### config.mk
export PLATFORM = sky130hd
export DESIGN_NAME = multi_led_blink_sequencer_unit
export DESIGN_NICKNAME = d
export VERILOG_FILES = /design/src/mlbs_pkg.sv /design/src/mlbs_ram.sv /design/src/mlbs_ctrl.sv /design/src/mlbs_dp.sv /design/src/multi_led_blink_sequencer_unit.sv
export SDC_FILE = /design/constraint.sdc
export NUM_CORES = 2
export LEC_CHECK = 0
export BUFFER_PORTS_ARGS = -buffer_cell sky130_fd_sc_hd__buf_2
export CORE_MARGIN = 3
export CORE_UTILIZATION = 27
export DETAILED_ROUTE_END_ITERATION = 7
export SYNTH_ARGS = -nofsm -noshare
export SYNTH_HDL_FRONTEND = slang
export SYNTH_SLANG_ARGS = --single-unit
### constraint.sdc
create_clock -name clk -period 7.75 [get_ports clk]
set_clock_uncertainty 0.1 [all_clocks]
set_input_delay 0.3875 -clock clk [delete_from_list [all_inputs] [get_ports clk]]
set_output_delay 0.3875 -clock clk [all_outputs]
set_load 0.005 [all_outputs]
### src/mlbs_pkg.sv
// Shared constants, command codes and the controller-to-datapath command
// bundle for the multi-LED blink sequencer. No dependencies.
package mlbs_pkg;

	localparam int NUM_LEDS  = 16;
	localparam int MAX_STEPS = 8;

	// Field widths fixed by the item format
	localparam int CMD_W    = 2;
	localparam int IDX_W    = 4;
	localparam int COUNT_W  = 8;
	localparam int SIDX_W   = 3;
	localparam int DUR_W    = 8;
	localparam int MASK_W   = 16;
	localparam int DRIVE_W  = 16;

	// Per-LED state widths
	localparam int LEN_W    = 4;
	localparam int POS_W    = 4;
	localparam int TICK_W   = 8;

	localparam int LED_AW    = (NUM_LEDS > 1) ? $clog2(NUM_LEDS) : 1;
	localparam int RAM_DEPTH = NUM_LEDS * MAX_STEPS;
	localparam int RAM_AW    = (RAM_DEPTH > 1) ? $clog2(RAM_DEPTH) : 1;

	typedef enum logic [CMD_W-1:0] {
		CMD_TICK   = 2'd0,
		CMD_ENABLE = 2'd1,
		CMD_HEADER = 2'd2,
		CMD_STEP   = 2'd3
	} command_t;

	typedef struct packed {
		logic              accept;    // item taken this cycle
		logic              issue;     // start duration read for issue_idx
		logic [LED_AW-1:0] issue_idx;
		logic              proc;      // update LED proc_idx with read data
		logic [LED_AW-1:0] proc_idx;
		logic              load_out;  // capture drive into output register
	} mlbs_cmd_t;

endpackage

### src/mlbs_ram.sv
// Generic single-write, single-read RAM with registered read data.
// No dependencies.
module mlbs_ram #(
	parameter int WIDTH = 8,
	parameter int DEPTH = 128,
	parameter int AW    = (DEPTH > 1) ? $clog2(DEPTH) : 1
) (
	input  logic             clk,
	input  logic             we,
	input  logic [AW-1:0]    waddr,
	input  logic [WIDTH-1:0] wdata,
	input  logic             re,
	input  logic [AW-1:0]    raddr,
	output logic [WIDTH-1:0] rdata
);

	logic [WIDTH-1:0] mem_q [DEPTH];

	always_ff @(posedge clk) begin
		if (we) begin
			mem_q[waddr] <= wdata;
		end
		if (re) begin
			rdata <= mem_q[raddr];
		end
	end

endmodule

### src/mlbs_ctrl.sv
// Sequencer controller: accepts items, sweeps the LEDs on a tick and
// manages the output register. Depends on mlbs_pkg.
module mlbs_ctrl (
	input  logic                          clk,
	input  logic                          arst_n,
	input  logic                          in_valid,
	output logic                          in_ready,
	input  logic [mlbs_pkg::CMD_W-1:0]    command,
	output logic                          out_valid,
	input  logic                          out_ready,
	output mlbs_pkg::mlbs_cmd_t           cmd
);
	import mlbs_pkg::*;

	typedef enum logic [3:0] {
		ST_IDLE  = 4'b0001,
		ST_SWEEP = 4'b0010,
		ST_DRAIN = 4'b0100,
		ST_DONE  = 4'b1000
	} state_t;

	state_t            state_q, state_d;
	logic [LED_AW-1:0] cnt_q;
	logic              proc_s1;
	logic [LED_AW-1:0] proc_idx_s1;
	logic              out_valid_q;
	logic              accept;
	logic              issue;
	logic              load_out;
	logic              last_led;

	assign in_ready = (state_q == ST_IDLE);
	assign accept   = in_valid && in_ready;
	assign last_led = (cnt_q == LED_AW'(NUM_LEDS - 1));

	always_comb begin
		state_d  = state_q;
		issue    = 1'b0;
		load_out = 1'b0;
		unique case (state_q)
			ST_IDLE: begin
				if (accept) begin
					state_d = (command == CMD_TICK) ? ST_SWEEP : ST_DONE;
				end
			end
			ST_SWEEP: begin
				issue = 1'b1;
				if (last_led) begin
					state_d = ST_DRAIN;
				end
			end
			ST_DRAIN: begin
				state_d = ST_DONE;
			end
			ST_DONE: begin
				// hold until the output slot is free
				if (!out_valid_q || out_ready) begin
					load_out = 1'b1;
					state_d  = ST_IDLE;
				end
			end
			default: begin
				state_d = ST_IDLE;
			end
		endcase
	end

	always_ff @(posedge clk or negedge arst_n) begin
		if (!arst_n) begin
			state_q     <= ST_IDLE;
			cnt_q       <= '0;
			proc_s1     <= 1'b0;
			proc_idx_s1 <= '0;
			out_valid_q <= 1'b0;
		end else begin
			state_q     <= state_d;
			proc_s1     <= issue;
			proc_idx_s1 <= cnt_q;
			if (accept) begin
				cnt_q <= '0;
			end else if (issue && !last_led) begin
				cnt_q <= cnt_q + 1'b1;
			end
			if (load_out) begin
				out_valid_q <= 1'b1;
			end else if (out_ready) begin
				out_valid_q <= 1'b0;
			end
		end
	end

	assign out_valid     = out_valid_q;
	assign cmd.accept    = accept;
	assign cmd.issue     = issue;
	assign cmd.issue_idx = cnt_q;
	assign cmd.proc      = proc_s1;
	assign cmd.proc_idx  = proc_idx_s1;
	assign cmd.load_out  = load_out;

endmodule

### src/mlbs_dp.sv
// Sequencer datapath: per-LED pattern and run state, step duration RAM,
// the per-LED step update and the output register. Depends on mlbs_pkg
// and mlbs_ram.
module mlbs_dp (
	input  logic                            clk,
	input  logic                            arst_n,
	input  mlbs_pkg::mlbs_cmd_t             cmd,
	input  logic [mlbs_pkg::CMD_W-1:0]      command,
	input  logic [mlbs_pkg::IDX_W-1:0]      led_index,
	input  logic                            first_on,
	input  logic [mlbs_pkg::COUNT_W-1:0]    step_count,
	input  logic [mlbs_pkg::SIDX_W-1:0]     step_index,
	input  logic [mlbs_pkg::DUR_W-1:0]      duration,
	input  logic [mlbs_pkg::MASK_W-1:0]     enable_mask,
	output logic [mlbs_pkg::DRIVE_W-1:0]    led_drive_n
);
	import mlbs_pkg::*;

	logic [NUM_LEDS-1:0]  enabled_q;
	logic [NUM_LEDS-1:0]  start_on_q;
	logic [NUM_LEDS-1:0]  lit_q;
	logic [NUM_LEDS-1:0]  started_q;
	logic [LEN_W-1:0]     len_q  [NUM_LEDS];
	logic [POS_W-1:0]     pos_q  [NUM_LEDS];
	logic [TICK_W-1:0]    tick_q [NUM_LEDS];
	logic [RAM_DEPTH-1:0] dur_vld_q;
	logic                 dur_vld_s1;
	logic [DRIVE_W-1:0]   drive_q;

	logic              led_ok;
	logic [LED_AW-1:0] wled;
	logic              hdr_we;
	logic              dur_we;
	logic [RAM_AW-1:0] waddr;
	logic [RAM_AW-1:0] raddr;
	logic [LEN_W-1:0]  len_sat;
	logic [POS_W-1:0]  issue_pos;
	logic [DUR_W-1:0]  rdata;
	logic [DUR_W-1:0]  dur;

	logic [LED_AW-1:0] pi;
	logic [LEN_W-1:0]  p_len;
	logic              p_wrap;
	logic [POS_W-1:0]  p_pos0, p_pos1, pos_n;
	logic [TICK_W-1:0] p_tick0, tick_n;
	logic              p_lit0, lit_n, started_n;

	// Writes
	assign led_ok  = ({1'b0, led_index} < (IDX_W + 1)'(NUM_LEDS));
	assign wled    = led_index[LED_AW-1:0];
	assign hdr_we  = cmd.accept && (command == CMD_HEADER) && led_ok;
	assign dur_we  = cmd.accept && (command == CMD_STEP) && led_ok &&
		({1'b0, step_index} < (SIDX_W + 1)'(MAX_STEPS));
	assign waddr   = RAM_AW'(int'(wled) * MAX_STEPS + int'(step_index));
	assign len_sat = (step_count > COUNT_W'(MAX_STEPS)) ? LEN_W'(MAX_STEPS)
		: step_count[LEN_W-1:0];

	// A position at or past the length restarts at step zero
	assign issue_pos = (pos_q[cmd.issue_idx] >= POS_W'(len_q[cmd.issue_idx])) ? '0
		: pos_q[cmd.issue_idx];
	assign raddr = RAM_AW'(int'(cmd.issue_idx) * MAX_STEPS + int'(issue_pos));

	mlbs_ram #(
		.WIDTH (DUR_W),
		.DEPTH (RAM_DEPTH)
	) u_dur_ram (
		.clk   (clk),
		.we    (dur_we),
		.waddr (waddr),
		.wdata (duration),
		.re    (cmd.issue),
		.raddr (raddr),
		.rdata (rdata)
	);

	// Never-written entries read as zero
	assign dur = dur_vld_s1 ? rdata : '0;

	// Step update for the LED in the process stage
	always_comb begin
		pi        = cmd.proc_idx;
		p_len     = len_q[pi];
		p_wrap    = (pos_q[pi] >= POS_W'(p_len));
		p_pos0    = p_wrap ? '0 : pos_q[pi];
		p_tick0   = p_wrap ? '0 : tick_q[pi];
		p_lit0    = (p_wrap || !started_q[pi]) ? start_on_q[pi] : lit_q[pi];
		pos_n     = pos_q[pi];
		tick_n    = tick_q[pi];
		lit_n     = lit_q[pi];
		started_n = started_q[pi];
		p_pos1    = p_pos0;
		if (!enabled_q[pi]) begin
			pos_n     = '0;
			tick_n    = '0;
			started_n = 1'b0;
		end else if (p_len != '0) begin
			lit_n = p_lit0;
			if (p_tick0 < dur) begin
				tick_n = p_tick0 + 1'b1;
			end else begin
				tick_n = '0;
				p_pos1 = p_pos0 + 1'b1;
				lit_n  = !p_lit0;
			end
			if (p_pos1 >= POS_W'(p_len)) begin
				pos_n     = '0;
				tick_n    = '0;
				started_n = 1'b0;
			end else begin
				pos_n     = p_pos1;
				started_n = 1'b1;
			end
		end
	end

	always_ff @(posedge clk or negedge arst_n) begin
		if (!arst_n) begin
			enabled_q  <= '0;
			start_on_q <= '0;
			lit_q      <= '0;
			started_q  <= '0;
			len_q      <= '{default: '0};
			pos_q      <= '{default: '0};
			tick_q     <= '{default: '0};
			dur_vld_q  <= '0;
			dur_vld_s1 <= 1'b0;
		end else begin
			if (cmd.accept && (command == CMD_ENABLE)) begin
				enabled_q <= enable_mask[NUM_LEDS-1:0];
			end
			if (hdr_we) begin
				start_on_q[wled] <= first_on;
				len_q[wled]      <= len_sat;
			end
			if (dur_we) begin
				dur_vld_q[waddr] <= 1'b1;
			end
			if (cmd.issue) begin
				dur_vld_s1 <= dur_vld_q[raddr];
			end
			if (cmd.proc) begin
				pos_q[pi]     <= pos_n;
				tick_q[pi]    <= tick_n;
				lit_q[pi]     <= lit_n;
				started_q[pi] <= started_n;
			end
		end
	end

	// LEDs past NUM_LEDS stay dark
	always_ff @(posedge clk or negedge arst_n) begin
		if (!arst_n) begin
			drive_q <= '1;
		end else if (cmd.load_out) begin
			drive_q <= ~DRIVE_W'(lit_q);
		end
	end

	assign led_drive_n = drive_q;

endmodule

### src/multi_led_blink_sequencer_unit.sv
// Each item is a command: a tick, an enable mask write, a pattern header
// write or a step duration write, and each gives one item on the output:
// the active-low LED drive after the command. Header, enable and duration
// writes go straight to DONE on acceptance. A tick walks the 16 LEDs one
// per cycle through a two-stage read/update pipeline on the single read
// port of the step duration RAM, then drains; DONE holds each result until
// the output slot is free. One item is in work at a time; the next item
// is taken as soon as the previous one is loaded into the output register,
// even while that result still waits. The drive reads 0xFFFF after reset.
module multi_led_blink_sequencer_unit (
	input  logic                            clk,
	input  logic                            arst_n,
	input  logic                            in_valid,
	output logic                            in_ready,
	input  logic [mlbs_pkg::CMD_W-1:0]      command,
	input  logic [mlbs_pkg::IDX_W-1:0]      led_index,
	input  logic                            first_on,
	input  logic [mlbs_pkg::COUNT_W-1:0]    step_count,
	input  logic [mlbs_pkg::SIDX_W-1:0]     step_index,
	input  logic [mlbs_pkg::DUR_W-1:0]      duration,
	input  logic [mlbs_pkg::MASK_W-1:0]     enable_mask,
	output logic                            out_valid,
	input  logic                            out_ready,
	output logic [mlbs_pkg::DRIVE_W-1:0]    led_drive_n
);
	import mlbs_pkg::*;

	mlbs_cmd_t cmd;

	mlbs_ctrl u_ctrl (
		.clk       (clk),
		.arst_n    (arst_n),
		.in_valid  (in_valid),
		.in_ready  (in_ready),
		.command   (command),
		.out_valid (out_valid),
		.out_ready (out_ready),
		.cmd       (cmd)
	);

	mlbs_dp u_dp (
		.clk         (clk),
		.arst_n      (arst_n),
		.cmd         (cmd),
		.command     (command),
		.led_index   (led_index),
		.first_on    (first_on),
		.step_count  (step_count),
		.step_index  (step_index),
		.duration    (duration),
		.enable_mask (enable_mask),
		.led_drive_n (led_drive_n)
	);

	// A tick blocks new items while the sweep runs
	a_tick_blocks: assert property (@(posedge clk) disable iff (!arst_n)
		(in_valid && in_ready && (command == CMD_TICK)) |=> !in_ready)
		else $error("item accepted during LED sweep");

	// Every issued read is processed on the next cycle
	a_issue_proc: assert property (@(posedge clk) disable iff (!arst_n)
		cmd.issue |=> (cmd.proc && (cmd.proc_idx == $past(cmd.issue_idx))))
		else $error("duration read not followed by LED update");

	// The output register is loaded only after the sweep has drained
	a_load_quiet: assert property (@(posedge clk) disable iff (!arst_n)
		cmd.load_out |-> (!cmd.proc && !cmd.issue && !in_ready))
		else $error("output loaded while LED update in flight");

endmodule
==> qor.txt <==
run status: finished with violations
failing checks: max-capacitance violations
Synthesis Warnings: 0
Yosys reg bits: 1,511
antenna cell count: 0
GRT overflow: 0
nets: 4,773
CP cell instances: buf_4 -> mux4_2 -> a221oi_1 -> ha_1 -> or3_1 -> o21ai_0 -> nor2_4 -> a21oi_1 -> ha_1 -> ha_1 -> xnor2_1 -> nand2_1 -> a2111oi_0 -> a311oi_1
TritonCTS Buffers: 146
GRT Total Usage: 14.6%
via count: 41,000
Post-synth ARST share: 31.7%
Starting Density: 27.2%
# setup viols final: 0
initial antenna violation count: 1
Area growth, synth to finish: 14.4%
Final Wtd Congestion: 0.864
Avg WL per Cell: 23.0 µm
Slew Viols, Final: 0
clk slew on worst S/H paths: 0.06 ns
Skew-Pair Late Insertion Delay: 0.80 ns
Root Buffer: clkbuf_16
pin count of the biggest net entering global routing: 162
sequential share of power: 50.0%
drt total wl: 183,000 µm
CP Depth: 14
syn nets: 4,722
Psw: 4.45 mW
WS Path Type: flop to flop
worst rel slew slack: 1.35%
Total Power: 18.0 mW
die area: 0.244 mm²
Mean Syn Cell Area: 13.8 µm²
Hold WC Path Type: input pin to flop
number of global-route vias before repair: 40,200
DP HPWL: 114,000 µm
sw frac: 24.7%
measured slew at the worst slew-check pin: 1.44 ns
I/O pin count: 64
CTS sink cnt: 1,511
Die Ht: 494 µm
Post-synth EDFFs: 1,032
Post-DP Area: 0.0685 mm²
Vias per Instance: 5.15
CP max stage delay: 1.22 ns
layout cell share with drive strength beyond 1: 19.0%
P_int: 13.6 mW
Worst path top cell family by delay: compound AO/OA/AOI/OAI gates
WP buf/inv: 1
Inst Count DP: 7,674
r2r endpoint: u_dp.u_dur_ram.rdata[4]
CP required: 8.04 ns
sequential share of the synthesized area: 66.9%
Yosys top cell by area: edfxtp_1
Yosys cell types: 84
H-tree Lvls: 4
Worst setup EP type: flop
Logic pwr share: 9.9%
Worst Setup EP: u_dp.u_dur_ram.rdata[4]
Synth area leaders: edfxtp_1 48%, dfrtp_1 18%, nand2_1 3.8%
std cell rows: 178
core area: 0.236 mm²
most used cell, CP: ha_1
CP Data Arrival Time: 7.84 ns
Mapped Area: 0.0643 mm²
cells after synthesis: 4,652
VDD IR max: 0.176 mV
TNS Setup: 0 ns
Final Critical Period: 7.55 ns
drt first-iter violations: 4,284
CP Max Fanout: 20
DRC viols: 0
Critical Path Slowest Stage Cell: a2111oi_0
Cell Count, Final, Fillers Out: 7,962
worst slack, placed: 0.0674 ns
IO Port Bufs: 63
max_cap viols: 1
reg-to-reg slack, setup: 0.20 ns
commonest non-fill, non-tap cells in the layout: 1,032 x edfxtp_1, 657 x nand2_1, 458 x dfrtp_1, 245 x o21ai_0, 182 x nand3_1
min setup slack post-route: 0.198 ns
Die W: 494 µm
Routed Antenna Nets: 0
Final Cycle Share: 97.4%
Worst setup startpoint: u_ctrl.cnt_q[0]
clk buf depth: 3
R2R depth: 14
Clk pwr share: 40.1%
fmax: 0.132 GHz
Critical R2R Launch: u_ctrl.cnt_q[0]
Pwr Density: 245 mW/mm²
Setup crit start kind: flop
final instance area: 0.0736 mm²
DRT Pass-1 Iters: 5
Top FF cell, synth: edfxtp_1
leakage: 26.4 nW
CTS tree: built
first-pass GRT wire length: 272,000 µm
endpoints failing hold: 0
most common cell after layout, fill and taps aside: edfxtp_1
Synth top area share: 48.2%
[state kept, by name, indices dropped and copies added (netlist names)]
| name | cells |
|---|---|
| u_dp.lit_q | 16 |
| u_dp.enabled_q | 16 |
| u_dp.u_dur_ram.mem_q | 1024 |
| u_dp.dur_vld_s1 | 1 |
| u_dp.led_drive_n | 16 |
| u_ctrl.state_q | 4 |
| u_ctrl.out_valid | 1 |
| u_dp.started_q | 16 |
| u_dp.pos_q | 64 |
| u_dp.start_on_q | 16 |
| u_ctrl.proc_idx_s1 | 4 |
| u_dp.len_q | 64 |
| u_ctrl.cnt_q | 4 |
| u_dp.dur_vld_q | 128 |
| u_dp.tick_q | 128 |
| u_dp.u_dur_ram.rdata | 8 |
| u_ctrl.proc_s1 | 1 |
[per-layer routing]
metal | part of all wire [%] | vias to the layer above | global-route usage, % | wire length, µm
met1 | 44 | 21200 | 20.4 | 79600
met4 | 2.6 | 0 | 4.22 | 4750
met5 | 0 | - | 0 | 0
met2 | 46 | 1618 | 22.6 | 83700
met3 | 8.1 | 270 | 3.31 | 14900
li1 | - | 18000 | - | -
[synthesized netlist by cell type, types with 18 or more instances]
cell type  count
a2111oi_0     28
a211oi_1     112
a21oi_1       43
a221oi_1      40
a311oi_1      42
a31oi_1      110
a32oi_1       18
and3_1       108
buf_1         49
buf_2         43
clkbuf_1     226
dfrtp_1      462
edfxtp_1    1032
ha_1          24
inv_1         30
mux2_2       168
mux2i_1       97
mux4_1        50
mux4_2        84
nand2_1      659
nand3_1      182
nand3b_1      25
nor2_1       169
o211ai_1      46
o21ai_0      245
o221a_2       25
o221ai_1      94
o22ai_1       37
or2_2        135
[cells by family after synthesis]
group / count (synthesis) / share of synthesized area (%)
AO/OA/AOI/OAI: 959 / 10.6
XOR/XNOR: 14 / 0.191
adder cells (fa/ha/maj): 24 / 0.467
buffers and inverters: 378 / 2.63
flip-flops: 1511 / 66.9
multiplexers: 400 / 9.48
AND/OR/NAND/NOR: 1366 / 9.81
[worst min-delay path by stage]
| stage | depth (start not counted) | end | startpoint | slack [ns] |
|---|---|---|---|---|
| floorplan | 0 | u_ctrl.cnt_q[0] | arst_n | -0.008 |
| global placement | 1 | u_dp.dur_vld_q[64] | u_dp.dur_vld_q[64] | 0.34 |
| detailed placement | 1 | u_dp.dur_vld_q[20] | u_dp.dur_vld_q[20] | 0.35 |
| CTS | 3 | u_ctrl.state_q[3] | out_ready | 0.02 |
| global route | 1 | u_dp.u_dur_ram.mem_q[56][6] | duration[6] | 0.05 |
| finish | 1 | u_dp.u_dur_ram.mem_q[56][6] | duration[6] | 0.04 |
[per-stage QoR]
step / util, % / hold slack, ns
3_5_place_dp: 29.0 / 0.346
5_1_grt: 31.2 / 0.0549
2_1_floorplan: - / -0.00809
6_report: 31.2 / 0.0433
3_3_place_gp: 29.0 / 0.345
4_1_cts: 31.1 / 0.0237
[power by group through the flow]
stage | registers, mW | logic (mW) | clock network, mW
after floorplan | 9.11 | 1.05 | 0
after global placement | 9.19 | 1.71 | 0
after detailed placement | 9.20 | 1.73 | 0
after CTS | 9.03 | 1.75 | 7.35
after global routing | 9.04 | 1.91 | 7.69
final | 9.02 | 1.78 | 7.24
[area by class of cell]
cell class | instances | area [µm²]
inverter | 35 | 135
fill | 23300 | 162000
tap | 3150 | 3940
multi-input combinational | 2763 | 19700
timing repair buffer | 246 | 2030
clock inverter | 66 | 802
clock buffer | 191 | 3960
sequential | 1511 | 43000
[timing repair]
action                                  4_1_cts  5_1_grt
resized for setup                             0        4
endpoints found under the setup margin        0      129
setup buffers                                 0        8
hold buffers                                 22        0
endpoints found under the hold margin       176        0
Note: power is estimated with default switching activity, not from simulation.
